**config.mk**
```make
export PLATFORM = sky130hd
export DESIGN_NAME = tcw_ctrl
export DESIGN_NICKNAME = d
export VERILOG_FILES = /design/src/tcw_pkg.sv /design/src/tcw_ctrl.sv
export VERILOG_INCLUDE_DIRS = /design/src /design/src/src
export SDC_FILE = /design/constraint.sdc
export NUM_CORES = 1
export LEC_CHECK = 0
export ABC_AREA = 1
export BUFFER_PORTS_ARGS = -buffer_cell sky130_fd_sc_hd__buf_4
export CAP_MARGIN = 20
export CORE_AREA = 2 2 39 41
export DETAILED_ROUTE_END_ITERATION = 8
export DIE_AREA = 0 0 41 43
export HOLD_SLACK_MARGIN = 0.02
export MAX_ROUTING_LAYER = met4
export PLACE_DENSITY = 0.63
export SLEW_MARGIN = 20
export SYNTH_ARGS = -nofsm -noshare
export SYNTH_HDL_FRONTEND = slang
export SYNTH_SLANG_ARGS = --single-unit
export TNS_END_PERCENT = 5
```
**constraint.sdc**
```tcl
create_clock -name clk -period 2.1 [get_ports clk]
set_input_delay 0.21 -clock clk [delete_from_list [all_inputs] [get_ports clk]]
set_output_delay 0.21 -clock clk [all_outputs]
set_load 0.01 [all_outputs]
```
**src/text_console_writer_assert.svh**
```systemverilog
// ----------------------------------------------------------------------------
// Text console writer assertion macros
// Concurrent checks for same-cycle and next-cycle implications, removed for synthesis.
// ----------------------------------------------------------------------------
`ifndef TEXT_CONSOLE_WRITER_ASSERT_SVH
`define TEXT_CONSOLE_WRITER_ASSERT_SVH

`ifndef SYNTHESIS

`define TCW_ASSERT_NOW(lbl, clk, rst_n, ante, cons) \
	lbl: assert property (@(posedge clk) disable iff (!rst_n) (ante) |-> (cons)) \
		else $error("text console writer check failed");

`define TCW_ASSERT_NEXT(lbl, clk, rst_n, ante, cons) \
	lbl: assert property (@(posedge clk) disable iff (!rst_n) (ante) |=> (cons)) \
		else $error("text console writer check failed");

`else

`define TCW_ASSERT_NOW(lbl, clk, rst_n, ante, cons)

`define TCW_ASSERT_NEXT(lbl, clk, rst_n, ante, cons)

`endif

`endif

```
**src/tcw_pkg.sv**
```systemverilog
`timescale 1ns / 1ps
// ----------------------------------------------------------------------------
// Text console writer package
// Field widths, request codes, screen defaults and controller/datapath types.
// ----------------------------------------------------------------------------
package tcw_pkg;

	localparam int SCREEN_ROWS_DEF    = 25;
	localparam int SCREEN_COLUMNS_DEF = 80;

	localparam int REQ_W   = 3;
	localparam int GLYPH_W = 8;
	localparam int ATTR_W  = 8;
	localparam int POS_W   = 11;

	localparam logic [REQ_W-1:0] REQ_SHOW_ATTR = 3'd0;
	localparam logic [REQ_W-1:0] REQ_SHOW_DEF  = 3'd1;
	localparam logic [REQ_W-1:0] REQ_CLEAR     = 3'd2;
	localparam logic [REQ_W-1:0] REQ_SET_CUR   = 3'd3;
	localparam logic [REQ_W-1:0] REQ_READ      = 3'd4;

	localparam logic [GLYPH_W-1:0] BLANK_GLYPH = 8'h20;
	localparam logic [ATTR_W-1:0]  RESET_ATTR  = 8'h07;

	typedef enum logic [3:0] {
		OP_NONE,
		OP_CAPTURE,
		OP_INIT_STEP,
		OP_CLEAR_START,
		OP_CLEAR_STEP,
		OP_COPY_START,
		OP_COPY_STEP,
		OP_FILL_STEP,
		OP_PUT,
		OP_SET_CUR,
		OP_READ,
		OP_RESULT
	} dp_op_t;

	typedef struct packed {
		dp_op_t op;
	} cmd_t;

	typedef struct packed {
		logic [REQ_W-1:0] req_type;
		logic             cur_full;
		logic             copy_end;
		logic             ptr_at_end;
	} sts_t;

endpackage

```
**src/tcw_ctrl.sv**
```systemverilog
`timescale 1ns / 1ps
// ----------------------------------------------------------------------------
// Text console writer controller
// Sequences the clearing pass, scroll copy and fill, cell writes and results.
// ----------------------------------------------------------------------------
`include "text_console_writer_assert.svh"

module tcw_ctrl import tcw_pkg::*; (
	input  logic clk,
	input  logic arst_n,
	input  logic in_valid,
	output logic in_ready,
	output logic out_valid,
	input  logic out_ready,
	input  sts_t sts,
	output cmd_t cmd
);

	typedef enum logic [3:0] {
		ST_INIT,
		ST_IDLE,
		ST_EXEC,
		ST_COPY,
		ST_FILL,
		ST_PUT,
		ST_CLEAR,
		ST_DONE
	} state_t;

	state_t state_q;
	logic   out_valid_q;
	logic   out_free;
	logic   is_show;
	logic   rsp_load;

	assign out_free  = !out_valid_q || out_ready;
	assign is_show   = (sts.req_type == REQ_SHOW_ATTR) || (sts.req_type == REQ_SHOW_DEF);
	assign rsp_load  = (state_q == ST_DONE) && out_free;
	assign in_ready  = (state_q == ST_IDLE);
	assign out_valid = out_valid_q;

	always_ff @(posedge clk or negedge arst_n) begin
		if (!arst_n) begin
			state_q     <= ST_INIT;
			out_valid_q <= 1'b0;
		end else begin
			out_valid_q <= rsp_load || (out_valid_q && !out_ready);
			case (state_q)
				ST_INIT: begin
					if (sts.ptr_at_end) begin
						state_q <= ST_IDLE;
					end
				end
				ST_IDLE: begin
					if (in_valid) begin
						state_q <= ST_EXEC;
					end
				end
				ST_EXEC: begin
					if (is_show) begin
						state_q <= sts.cur_full ? ST_COPY : ST_DONE;
					end else if (sts.req_type == REQ_CLEAR) begin
						state_q <= ST_CLEAR;
					end else begin
						state_q <= ST_DONE;
					end
				end
				ST_COPY: begin
					if (sts.copy_end) begin
						state_q <= ST_FILL;
					end
				end
				ST_FILL: begin
					if (sts.ptr_at_end) begin
						state_q <= ST_PUT;
					end
				end
				ST_PUT: begin
					state_q <= ST_DONE;
				end
				ST_CLEAR: begin
					if (sts.ptr_at_end) begin
						state_q <= ST_DONE;
					end
				end
				ST_DONE: begin
					// hold the result until the output register frees up
					if (out_free) begin
						state_q <= ST_IDLE;
					end
				end
				default: begin
					state_q <= ST_IDLE;
				end
			endcase
		end
	end

	always_comb begin
		cmd.op = OP_NONE;
		case (state_q)
			ST_INIT:  cmd.op = OP_INIT_STEP;
			ST_IDLE: begin
				if (in_valid) begin
					cmd.op = OP_CAPTURE;
				end
			end
			ST_EXEC: begin
				if (is_show) begin
					cmd.op = sts.cur_full ? OP_COPY_START : OP_PUT;
				end else begin
					case (sts.req_type)
						REQ_CLEAR:   cmd.op = OP_CLEAR_START;
						REQ_SET_CUR: cmd.op = OP_SET_CUR;
						REQ_READ:    cmd.op = OP_READ;
						default:     cmd.op = OP_NONE;
					endcase
				end
			end
			ST_COPY:  cmd.op = OP_COPY_STEP;
			ST_FILL:  cmd.op = OP_FILL_STEP;
			ST_PUT:   cmd.op = OP_PUT;
			ST_CLEAR: cmd.op = OP_CLEAR_STEP;
			ST_DONE: begin
				if (out_free) begin
					cmd.op = OP_RESULT;
				end
			end
			default:  cmd.op = OP_NONE;
		endcase
	end

	`TCW_ASSERT_NEXT(a_accept_exec, clk, arst_n, state_q == ST_IDLE && in_valid, state_q == ST_EXEC)
	`TCW_ASSERT_NEXT(a_result_load, clk, arst_n, rsp_load, out_valid_q && state_q == ST_IDLE)
	`TCW_ASSERT_NEXT(a_fill_put, clk, arst_n, state_q == ST_FILL, state_q == ST_FILL || state_q == ST_PUT)

endmodule

```
# --- After elaboration in Yosys (flattened, before gate mapping) ---
# Index checks and enable logic that the tools add are counted.
word_totals:
  regBits: 5
  out_inout_bits: 6
  elab_cells: 45
op_classes:
  eq_ne: 17
  n_mux: 16
  reduce_logical: 10
op_table:
  columns: ["cell", "count"]
  rows:
  - ["4-bit case mux with 8 select lines", 2]
  - ["4-bit two-way mux", 9]
  - ["4-bit by 3-bit equality test with 1-bit output, second input constant", 4]
  - ["2-bit inequality test, second input constant", 6]
  - ["4-bit case mux with 3 select lines", 1]
  - ["4-bit by 2-bit equality test with 1-bit output, second input constant", 2]
  - ["3-bit by 2-bit equality test with 1-bit output, second input constant", 2]
  - ["3-bit two-way mux", 2]
  - ["6-bit AND reduction", 1]
  - ["4-bit by 1-bit equality test with 1-bit output, second input constant", 1]
  - ["4-bit zero test", 1]
  - ["3-bit by 1-bit equality test with 1-bit output, second input constant", 1]
  - ["3-bit equality test, second input constant", 1]
  - ["3-bit zero test", 1]
  - ["1-bit logical OR", 3]
  - ["1-bit logical AND", 2]
  - ["1-bit zero test", 2]
  - ["1-bit two-way mux", 2]

# --- Depth between registers and ports, before layout ---
# Gate-level depths: netlist (run 1).
depth:
  depth_word: 4
  depth_mapped: 8
  depth_no_buf: 8

# --- Worst setup path before layout (run 1) ---
# No wires, ideal clock.
synth_timing:
  path_kind: "register to output"
  from: "reg state_q[1]"
  to: "out cmd[0] (netlist name)"
  arrival_time_ps: 1007
  slack_ps: 883
  stages_incl_launch_ff: 6
  cell_sequence: "dfrtp_1 > nor2_1 > inv_1 > nor2_1 > a21oi_1 > nand3_1"
synth_lines:
  columns: ["element", "line", "text"]
  rows:
  - ["from (decl)", "tcw_ctrl.sv:30", "state_t state_q;"]
  - ["from (signal assigned)", "tcw_ctrl.sv:61", "state_q <= sts.cur_full ? ST_COPY : ST_DONE;"]
  - ["to (decl)", "tcw_ctrl.sv:16", "output cmd_t cmd"]

==> results of run 1 <==
## registers in the layout, indices dropped and copies added (netlist names)
register	cells
state_q	3
out_valid	1
## worst max-delay path by stage
| stage | to | cells past startpoint |
|---|---|---|
| floorplan | cmd[0] | 5 |
| global placement | cmd[0] | 6 |
| detailed placement | cmd[0] | 6 |
| CTS | cmd[0] | 6 |
| global route | cmd[0] | 7 |
| finish | cmd[3] | 6 |
## power breakdown
group / total [W] / switching [W] / internal (W)
clock network: 0.0000904 / 0.0000268 / 0.0000636
logic: 0.000557 / 0.000324 / 0.000233
registers: 0.000164 / 0.0000449 / 0.000119
## tightest hold or removal path: stages
cell	delay (ns)
buf_4	0.08
nor2_1	0.04
inv_1	0.06
o21ai_0	0.07
## stage by stage
step / utilization / std cells / worst slack [ns] / hold slack [ns]
floorplan: - / 66 / 0.8827 / -0.08559
global placement: 0.3788 / 97 / 0.7864 / 0.008374
detailed placement: 0.3788 / 97 / 0.7670 / 0.007348
CTS: 0.4024 / 101 / 0.5086 / 0.2851
global route: 0.4024 / 101 / 0.3813 / 0.2974
finish: 0.4024 / 101 / 0.5287 / 0.2830
## cell usage after synthesis
cell type	number
a21oi_1	1
dfrtp_1	4
inv_1	11
inv_2	2
nand2_1	19
nand2_2	3
nand3_1	8
nand4_1	1
nor2_1	4
nor2_2	1
nor2_4	2
o211ai_1	3
o21ai_0	7
## layer usage
metal  routed length [um]  track usage
met5                    0            -
met3                   58      0.04712
met1                  456       0.1736
met4                    0      0.02000
met2                  450       0.1938
## layout make-up
cell class | count | area [um2] | share of cell area
Clock buffer | 3 | 22.52 | 0.04045
Timing Repair Buffer | 16 | 122.6 | 0.2202
Inverter | 13 | 48.80 | 0.08764
Sequential cell | 4 | 100.1 | 0.1798
Tap cell | 16 | 20.02 | 0.03596
Multi-Input combinational cell | 49 | 242.7 | 0.4360
## cells by family after synthesis
group           after synthesis
compound gates               11
simple gates                 38
flops                         4
buf+inv                      13
==> summary.md, run 1 <==
| Metric | Value |
|---|---|
| Status | `finished, final reports clean` |
| Routed wire length | `965 um` |
| Post-DP HPWL | `792.2 um` |
| Number of max-slew violations in the final report | `0` |
| Syn Area/Cell | `5.934 um2` |
| Hold Path End | `out_valid` |
| ANT cells | `0` |
| Sequential share of the synthesized area | `0.2556` |
| RSZ-0062 raised after global routing | `no` |
| R2R cell count | `6` |
| Largest net degree at the start of global routing | `8` |
| Simple-gate share of the synthesized area | `0.4601` |
| First-pass GRT wire length | `around 1.6 mm` |
| I/O Buffers | `15` |
| Global route overflow | `0` |
| Compound-Gate Fraction of Synth Area | `0.1597` |
| Max VDD drop | `0.0005240 V` |
| Worst path arrival time | `between 1 and 1.5 ns` |
| Routability congestion estimate | `between 0.8 and 0.9` |
| Max_slew headroom | `0.8478` |
| Worst-case clock buffer depth | `2` |
| Yosys top cell by area | `dfrtp_1` |
| Drt pass-1 iters | `3` |
| Post-CTS setup buffer count | `0` |
| Initial DRC Count | `9` |
| Cell count after synthesis | `66` |
| Worst Clk Skew | `0.004926 ns` |
| Slew of the pin with the lowest slew margin | `around 0.23 ns` |
| P&R area growth vs syn | `42.17%` |
| Fmax | `636.4 MHz` |
| Most common cell after layout, fill and taps aside | `nand2_1` |
| Syn. warnings | `0` |
| Highest-count cells in the layout ignoring fill and taps | `19 x nand2_1, 15 x buf_4, 11 x inv_1` |
| HP Class | `in -> reg` |
| Setup TNS | `0 ns` |
| Final hold vios | `0` |
| Mapped Area | `between 300 and 400 um2` |
| IO Count | `16` |
| Clk sink count | `4` |
| R2r setup slk | `0.88 ns` |
| Worst-path clk slew | `0.04 ns` |
| DRC | `0` |
| Final cell area excluding filler cells | `556.8 um2` |
| Adder-cell share of the synthesized area | `0` |
| Critical Path Max Stage Delay | `about 0.38 ns` |
| Root buffer cell | `clkbuf_4` |
| Critical path required time | `1.89 ns` |
| Fillers | `~170` |
| Chip Width | `41 um` |
| Global-route usage over all layers | `0.1317` |
| Ratio of cells with drive above 1 in the final layout | `0.3059` |
| CTS resizes | `0` |
| CTS tree | `done` |
| Total Power | `roughly 0.00081 W` |
| Clock latency on the worst-skew pair | `0.23 ns` |
| Slowest-stage cell, CP | `dfrtp_1` |
| CTS Hold Bufs | `1` |
| FF+latch count, synth | `4` |
| Crit path cell chain | `inv_1, nand2_1, nor2_2, nand3_1, o211ai_1, buf_4` |
| Reg-to-reg critical path startpoint | `state_q[1]` |
| CP Class | `reg -> out` |
| Synth unique cells | `13` |
| DIE HEIGHT | `43 um` |
| Combinational family with the most area after synthesis | `simple AND/OR/NAND/NOR gates` |
| Top cell type's share of synthesized area | `0.2556` |
| Wire per inst | `9.554 um` |
| H-Tree Level Count | `1` |
| Crit path max fanout | `5` |
| Largest cells by area after synthesis | `dfrtp_1 26%, nand2_1 18%, inv_1 11%, nand3_1 10%, o21ai_0 8.9%` |
| Fin nets | `97` |
| WP buf/inv | `2` |
| Via count | `460` |
| Initial antenna violation count | `0` |
| Mux cell area share after synthesis | `0` |
| Initial Util | `0.2830` |
| # setup viols final | `0` |
| CORE AREA | `1384 um2` |
| Syn Nets | `76` |
| Antenna Nets Post-Route | `0` |
| Crit end category | `output pin` |
| Die area | `1763 um2` |
| Tmin final | `1.571 ns` |
| Max cap viols | `0` |
| Critical Path Start | `state_q[0]` |
| Reg-to-reg endpoint | `state_q[0]` |
| Hold depth | `4` |
| Power per cell area | `1457 nW/um2` |
| Worst path top cell family by delay | `simple AND/OR/NAND/NOR gates` |
| Worst hold start | `out_ready` |
| Avg Vias per Cell | `between 4 and 5` |
| XOR/XNOR Fraction of Synth Area | `0` |
| Setup crit start kind | `flop` |
| Leakage | `roughly 0.31 nW` |
| CTS Buf Count | `3` |
| Vias in the first global route | `430` |
| Row count | `14` |
| Final period util | `0.7483` |
| Dpl cell area | `524.3 um2` |
(Power assumes the default switching activity.)
==> run 2: changes to the inputs <==
==> constraint.sdc (replaced) <==
create_clock -name clk -period 1.5 [get_ports clk]
set_input_delay 0.15 -clock clk [delete_from_list [all_inputs] [get_ports clk]]
set_output_delay 0.15 -clock clk [all_outputs]
set_load 0.01 [all_outputs]
==> run 2 against run 1 <==
Net effect:
- cell count rose by 2.0%
- routed wire length rose by 1.1%
- global-route usage rose by 0.10 points
- design area rose by 6.1%
- critical path depth fell by 1
- via count rose by 2.4%
- critical endpoint unchanged
==> summary.md, run 2 (synthesis results as in run 1) <==
| Metric | Value |
|---|---|
| Hold Path End | `out_valid` |
| Setup crit start kind | `flop` |
| Avg Vias per Cell | `4.573 (+0.40%)` |
| Initial Util | `0.2830 (unchanged)` |
| H-Tree Level Count | `1 (unchanged)` |
| Dpl cell area | `524.3 um2 (unchanged)` |
| GR peak layer | `met2` |
| Clock latency on the worst-skew pair | `0.23 ns (about the same)` |
| Global-route usage over all layers | `0.1327 (+0.001029)` |
| Initial DRC Count | `9 (unchanged)` |
| HP Class | `in -> reg` |
| Tmin final | `1.453 ns` |
| Number of max-slew violations in the final report | `0 (unchanged)` |
| Worst-case clock buffer depth | `2 (unchanged)` |
| Max VDD drop | `0.0008687 V (+66%)` |
| Chip Width | `41 um (unchanged)` |
| Initial antenna violation count | `0 (unchanged)` |
| CP Class | `reg -> out` |
| DRC | `0 (unchanged)` |
| DIE HEIGHT | `43 um (unchanged)` |
| IO Count | `16 (unchanged)` |
| RSZ-0062 raised after global routing | `yes` |
| Root buffer cell | `clkbuf_4` |
| # setup viols final | `0 (unchanged)` |
| M1 GR Usage | `0.1768 (+0.003215)` |
| Fin nets | `99 (+2.1%)` |
| Vias in the first global route | `431 (+0.23%)` |
| Worst-path clk slew | `0.04 ns (about the same)` |
| Top reg by flops | `state_q` |
| Via count | `471 (+2.4%)` |
| P&R area growth vs syn | `50.80%` |
| Die area | `1763 um2 (unchanged)` |
| Routability congestion estimate | `0.8115 (about the same)` |
| Ratio of cells with drive above 1 in the final layout | `0.4138 (+0.1079)` |
| Status | `finished, final reports clean` |
| Crit path max fanout | `6 (+1)` |
| Crit end category | `output pin` |
| Fmax | `688.0 MHz` |
| Global route overflow | `0 (unchanged)` |
| Final cell area excluding filler cells | `590.6 um2 (+6.1%)` |
| R2r setup slk | `0.29 ns (-0.59 ns)` |
| R2R cell count | `6 (unchanged)` |
| Power per cell area | `2095 nW/um2 (+44%)` |
| Largest net degree at the start of global routing | `8 (unchanged)` |
| ANT cells | `0 (unchanged)` |
| Leakage | `0.3137 nW (+1.9%)` |
| Final worst setup slack | `0.04652 ns (-0.4821 ns)` |
| Worst Clk Skew | `0.004297 ns (-0.0006291 ns)` |
| Met3 usage | `0.04712 (unchanged)` |
| Fillers | `163 (-1.8%)` |
| Routed wire length | `976 um (+1.1%)` |
| Max cap viols | `0 (unchanged)` |
| CTS tree | `done` |
| Worst hold start | `out_ready` |
| Final period util | `0.9690` |
| Max_slew headroom | `0.8755 (+0.02769)` |
| Most common cell after layout, fill and taps aside | `nand2_1` |
| Highest-count cells in the layout ignoring fill and taps | `18 x nand2_1, 17 x buf_4, 9 x inv_1` |
| Post-place setup slack | `0.2270 ns (-0.5400 ns)` |
| CORE AREA | `1384 um2 (unchanged)` |
| I/O Buffers | `15 (unchanged)` |
| Final hold vios | `0 (unchanged)` |
| Clk sink count | `4 (unchanged)` |
| Max reg flops | `3 (unchanged)` |
| Wire per inst | `9.476 um (-0.82%)` |
| Reg-to-reg critical path startpoint | `state_q[1]` |
| First-pass GRT wire length | `1.628 mm (+0.87%)` |
| Worst path arrival time | `1.30 ns (-0.06 ns)` |
| Hold depth | `4 (unchanged)` |
| Grt met2 use | `0.1938 (unchanged)` |
| Reg-to-reg endpoint | `state_q[0]` |
| Post-DP HPWL | `792.2 um (unchanged)` |
| Drt pass-1 iters | `3 (unchanged)` |
| Slew of the pin with the lowest slew margin | `0.1848 ns (-0.04349 ns)` |
| CTS Buf Count | `3 (unchanged)` |
| Row count | `14 (unchanged)` |
| Antenna Nets Post-Route | `0 (unchanged)` |
| Critical path required time | `1.35 ns (-0.54 ns)` |
## run 2: worst max-delay path: stages, from the launching register on
cell,delay (ns)
dfrtp_2,0.44
nor2_2,0.15
inv_2,0.06
buf_4,0.13
o211ai_1,0.15
buf_4,0.15
## run 2: power by group
part           switching [W]  internal, W
Sequential         0.0000749     0.000172
Clock              0.0000380    0.0000890
Combinational       0.000483     0.000380
Total               0.000596     0.000641
## run 2: worst max path at each step
stage,startpoint,end,depth (start not counted)
finish,state_q[1],cmd[3],5
CTS,state_q[1],cmd[0],6
global placement,state_q[0],cmd[0],6
global route,state_q[1],cmd[3],5
detailed placement,state_q[0],cmd[0],6
floorplan,state_q[1],cmd[0],5
## run 2: area by class of cell
type / instances / area, um2 / area share
inverters: 13 / 48.80 / 0.08263
well taps: 16 / 20.02 / 0.03390
repair buffers: 18 / 137.6 / 0.2331
flip-flops and latches: 4 / 102.6 / 0.1737
clock buffers: 3 / 22.52 / 0.03814
multi-input cells: 49 / 259.0 / 0.4386
## run 2: what timing repair did
item / in CTS / in global routing
setup buffers: 0 / 2
endpoints found under the setup margin: 2 / 4
hold buffers: 1 / 0
gates resized for setup: 2 / 7
pin swaps: 0 / 3
hold endpoints to repair: 4 / 0
## run 2: metal layers
metal | vias up | routed length, um
met3 | 0 | 58
li1 | 256 | -
met2 | 14 | 462
met1 | 201 | 456
met4 | 0 | 0
met5 | - | 0
## run 2: through the flow
stage / cells / total power [W] / hold slack (ns) / util / setup TNS [ns]
CTS: 101 / 0.001168 / 0.2251 / 0.4060 / 0
floorplan: 66 / 0.0007247 / -0.1456 / - / 0
global route: 103 / 0.001372 / 0.2372 / 0.4268 / -0.1056
detailed placement: 97 / 0.001010 / -0.05265 / 0.3788 / 0
finish: 103 / 0.001237 / 0.2229 / 0.4268 / 0
global placement: 97 / 0.001006 / -0.05163 / 0.3788 / 0
==> run 3: changes to the inputs <==
--- a/config.mk
+++ b/config.mk
@@ -9,12 +9,14 @@
 export ABC_AREA = 1
 export BUFFER_PORTS_ARGS = -buffer_cell sky130_fd_sc_hd__buf_4
 export CAP_MARGIN = 20
-export CORE_AREA = 2 2 39 41
+export CELL_PAD_IN_SITES_DETAIL_PLACEMENT = 1
+export CELL_PAD_IN_SITES_GLOBAL_PLACEMENT = 1
+export CORE_AREA = 2 2 41 43
 export DETAILED_ROUTE_END_ITERATION = 8
-export DIE_AREA = 0 0 41 43
+export DIE_AREA = 0 0 43 45
 export HOLD_SLACK_MARGIN = 0.02
 export MAX_ROUTING_LAYER = met4
-export PLACE_DENSITY = 0.63
+export PLACE_DENSITY = 0.79
 export SLEW_MARGIN = 20
 export SYNTH_ARGS = -nofsm -noshare
 export SYNTH_HDL_FRONTEND = slang
==> run 3 against run 2 <==
Net effect:
- cell count unchanged
- sequential cell count unchanged
- first-iteration DRC count decreased by 78%
- critical path depth increased by 1
- worst setup slack got worse by 0.024 ns
- routed wire length increased by 28%
- design area increased by 1.1%
- global-route usage decreased by 0.089 points
- clock-buffer cell count unchanged
- register-to-register slack got worse by 0.04 ns
- sequential power increased by 3%
- largest cell class unchanged
- highest routed layer unchanged
==> summary.md, run 3 (synthesis results as in run 1) <==
| Metric | Value |
|---|---|
| Worst path top cell family by delay | `flip-flops` |
| Vias in the first global route | `456 (+5.8%)` |
| WP depth | `6 (+1)` |
| Power per cell area | `2123 nW/um2 (+1.3%)` |
| Worst-path clk slew | `0.04 ns (about the same)` |
| Initial antenna violation count | `0 (unchanged)` |
| R2r setup slk | `0.25 ns (-0.04 ns)` |
| Row count | `14 (unchanged)` |
| CP Class | `reg -> out` |
| Drt pass-1 iters | `4 (+1)` |
| Number of max-slew violations in the final report | `0 (unchanged)` |
| Crit path cell chain | `inv_2, nand2_4, nor2_4, nand3_2, o211ai_1, buf_4` |
| Ratio of cells with drive above 1 in the final layout | `0.4138 (unchanged)` |
| Most common cell after layout, fill and taps aside | `nand2_1` |
| Crit end category | `output pin` |
| H-Tree Level Count | `1 (unchanged)` |
| Clock latency on the worst-skew pair | `0.23 ns (about the same)` |
| Worst-case clock buffer depth | `2 (unchanged)` |
| Routed wire length | `1.245 mm (+28%)` |
| Setup crit start kind | `flop` |
| Hold depth | `4 (unchanged)` |
| I/O Buffers | `15 (unchanged)` |
| # setup viols final | `0 (unchanged)` |
| DIE HEIGHT | `45 um (+4.7%)` |
| Worst path arrival time | `1.33 ns (+0.03 ns)` |
| Highest-count cells in the layout ignoring fill and taps | `18 x nand2_1, 17 x buf_4, 9 x inv_1` |
| ANT cells | `0 (unchanged)` |
| Wire per inst | `12.09 um (+28%)` |
| Slew of the pin with the lowest slew margin | `0.2372 ns (+0.05239 ns)` |
| R2R cell count | `6 (unchanged)` |
| Post-DP HPWL | `927.7 um (+17%)` |
| Crit path max fanout | `5 (-1)` |
| Slowest-stage cell, CP | `dfrtp_1` |
| Fmax | `677.0 MHz (-1.6%)` |
| Critical Path Max Stage Delay | `0.39 ns (-0.05 ns)` |
| Initial DRC Count | `2 (-7)` |
| Die area | `1935 um2 (+9.8%)` |
| Top reg by flops | `state_q` |
| RSZ-0062 raised after global routing | `yes` |
| Largest net degree at the start of global routing | `8 (unchanged)` |
| Initial Util | `0.2662 (-0.01685)` |
| First-pass GRT wire length | `1.890 mm (+16%)` |
| Avg Vias per Cell | `4.942 (+8.1%)` |
| Fillers | `201 (+23%)` |
| Final hold vios | `0 (unchanged)` |
| Routability congestion estimate | `0.7667 (-5.5%)` |
| Clk sink count | `4 (unchanged)` |
| Global-route usage over all layers | `0.1318 (-0.0008860)` |
| Fin nets | `99 (unchanged)` |
| Max cap viols | `0 (unchanged)` |
| Total Power | `0.001267 W (+2.4%)` |
| Worst Clk Skew | `0.00009706 ns (-0.004200 ns)` |
| Max_slew headroom | `0.8402 (-0.03530)` |
| P&R area growth vs syn | `52.40%` |
| Tmin final | `1.477 ns (+0.02368 ns)` |
| HP Class | `in -> reg` |
| Max VDD drop | `0.0007075 V (-19%)` |
| Critical path required time | `1.35 ns (about the same)` |
| Leakage | `0.3197 nW (+1.9%)` |
| CORE AREA | `1471 um2 (+6.3%)` |
| Post-place setup slack | `0.2062 ns (-0.02080 ns)` |
| Via count | `509 (+8.1%)` |
| Global route overflow | `0 (unchanged)` |
| CTS tree | `done` |
| Max reg flops | `3 (unchanged)` |
| IO Count | `16 (unchanged)` |
| Root buffer cell | `clkbuf_4` |
| Chip Width | `43 um (+4.9%)` |
| CTS Buf Count | `3 (unchanged)` |
| Status | `finished, final reports clean` |
| Final period util | `0.9848 (+0.01579)` |
| Final worst setup slack | `0.02284 ns (-0.02368 ns)` |
| Antenna Nets Post-Route | `0 (unchanged)` |
| WP buf/inv | `2 (-1)` |
| DRC | `0 (unchanged)` |
[run 3: cell count changes in the layout (fill, tap and decap cells not counted)]
cell	before	now
nand2_2	4	3
nand3_1	8	7
a21oi_1	0	1
nand3_2	0	1
nand2_4	0	1
a21oi_2	1	0
[run 3: cell type report]
| type | instances | area [um2] | area share |
|---|---|---|---|
| Multi-Input combinational cell | 49 | 265.3 | 0.4444 |
| Clock buffer | 3 | 22.52 | 0.03774 |
| Sequential cell | 4 | 102.6 | 0.1719 |
| Tap cell | 16 | 20.02 | 0.03354 |
| Inverter | 13 | 48.80 | 0.08176 |
| Timing Repair Buffer | 18 | 137.6 | 0.2306 |
[run 3: path summary, 6_finish.rpt]
kind | end | startpoint
worst max-delay path | cmd[3] | state_q[0]
worst min-delay path | out_valid | out_ready
worst max register to register | state_q[1] | state_q[1]
worst min register to register | state_q[0] | state_q[0]
max in group asynchronous | state_q[1] | arst_n
min in group asynchronous | out_valid | arst_n
[run 3: routing by layer]
metal	global-route usage	wire (um)
met1	0.1716	542
met2	0.2121	650
met3	0.03600	51
met4	0.01818	0
met5	-	0
[run 3: worst register-to-register path, stage by stage (launching register included)]
cell	delay (ns)
dfrtp_2	0.45
nand2_1	0.18
inv_2	0.05
nand3_1	0.08
nand2_2	0.10
o21ai_0	0.19
nand2_1	0.07
[run 3: stage by stage]
stage	TNS (ns)	hold WS [ns]	area, um2	cells	utilization
finish	0	0.2222	596.8	103	0.4056
global route	-0.1371	0.2748	596.8	103	0.4056
CTS	0	0.2214	565.5	101	0.3844
detailed placement	0	-0.04954	524.3	97	0.3563
global placement	0	-0.05333	524.3	97	0.3563
floorplan	0	-0.1456	391.6	66	-
[run 3: where the power goes]
| part | internal [W] | leakage [nW] | total (W) | switching (W) |
|---|---|---|---|---|
| logic | 0.000371 | 0.259 | 0.000882 | 0.000510 |
| registers | 0.000172 | 0.0472 | 0.000255 | 0.0000835 |
| clock network | 0.0000893 | 0.0138 | 0.000130 | 0.0000408 |
| total | 0.000633 | 0.320 | 0.00127 | 0.000634 |
[run 3: timing repair]
item / CTS / global route
endpoints found under the setup margin: 2 / 4
buffers inserted: 0 / 2
hold endpoints to repair: 4 / 0
gates resized for setup: 3 / 7
hold buffers: 1 / 0
pin swaps: 0 / 2
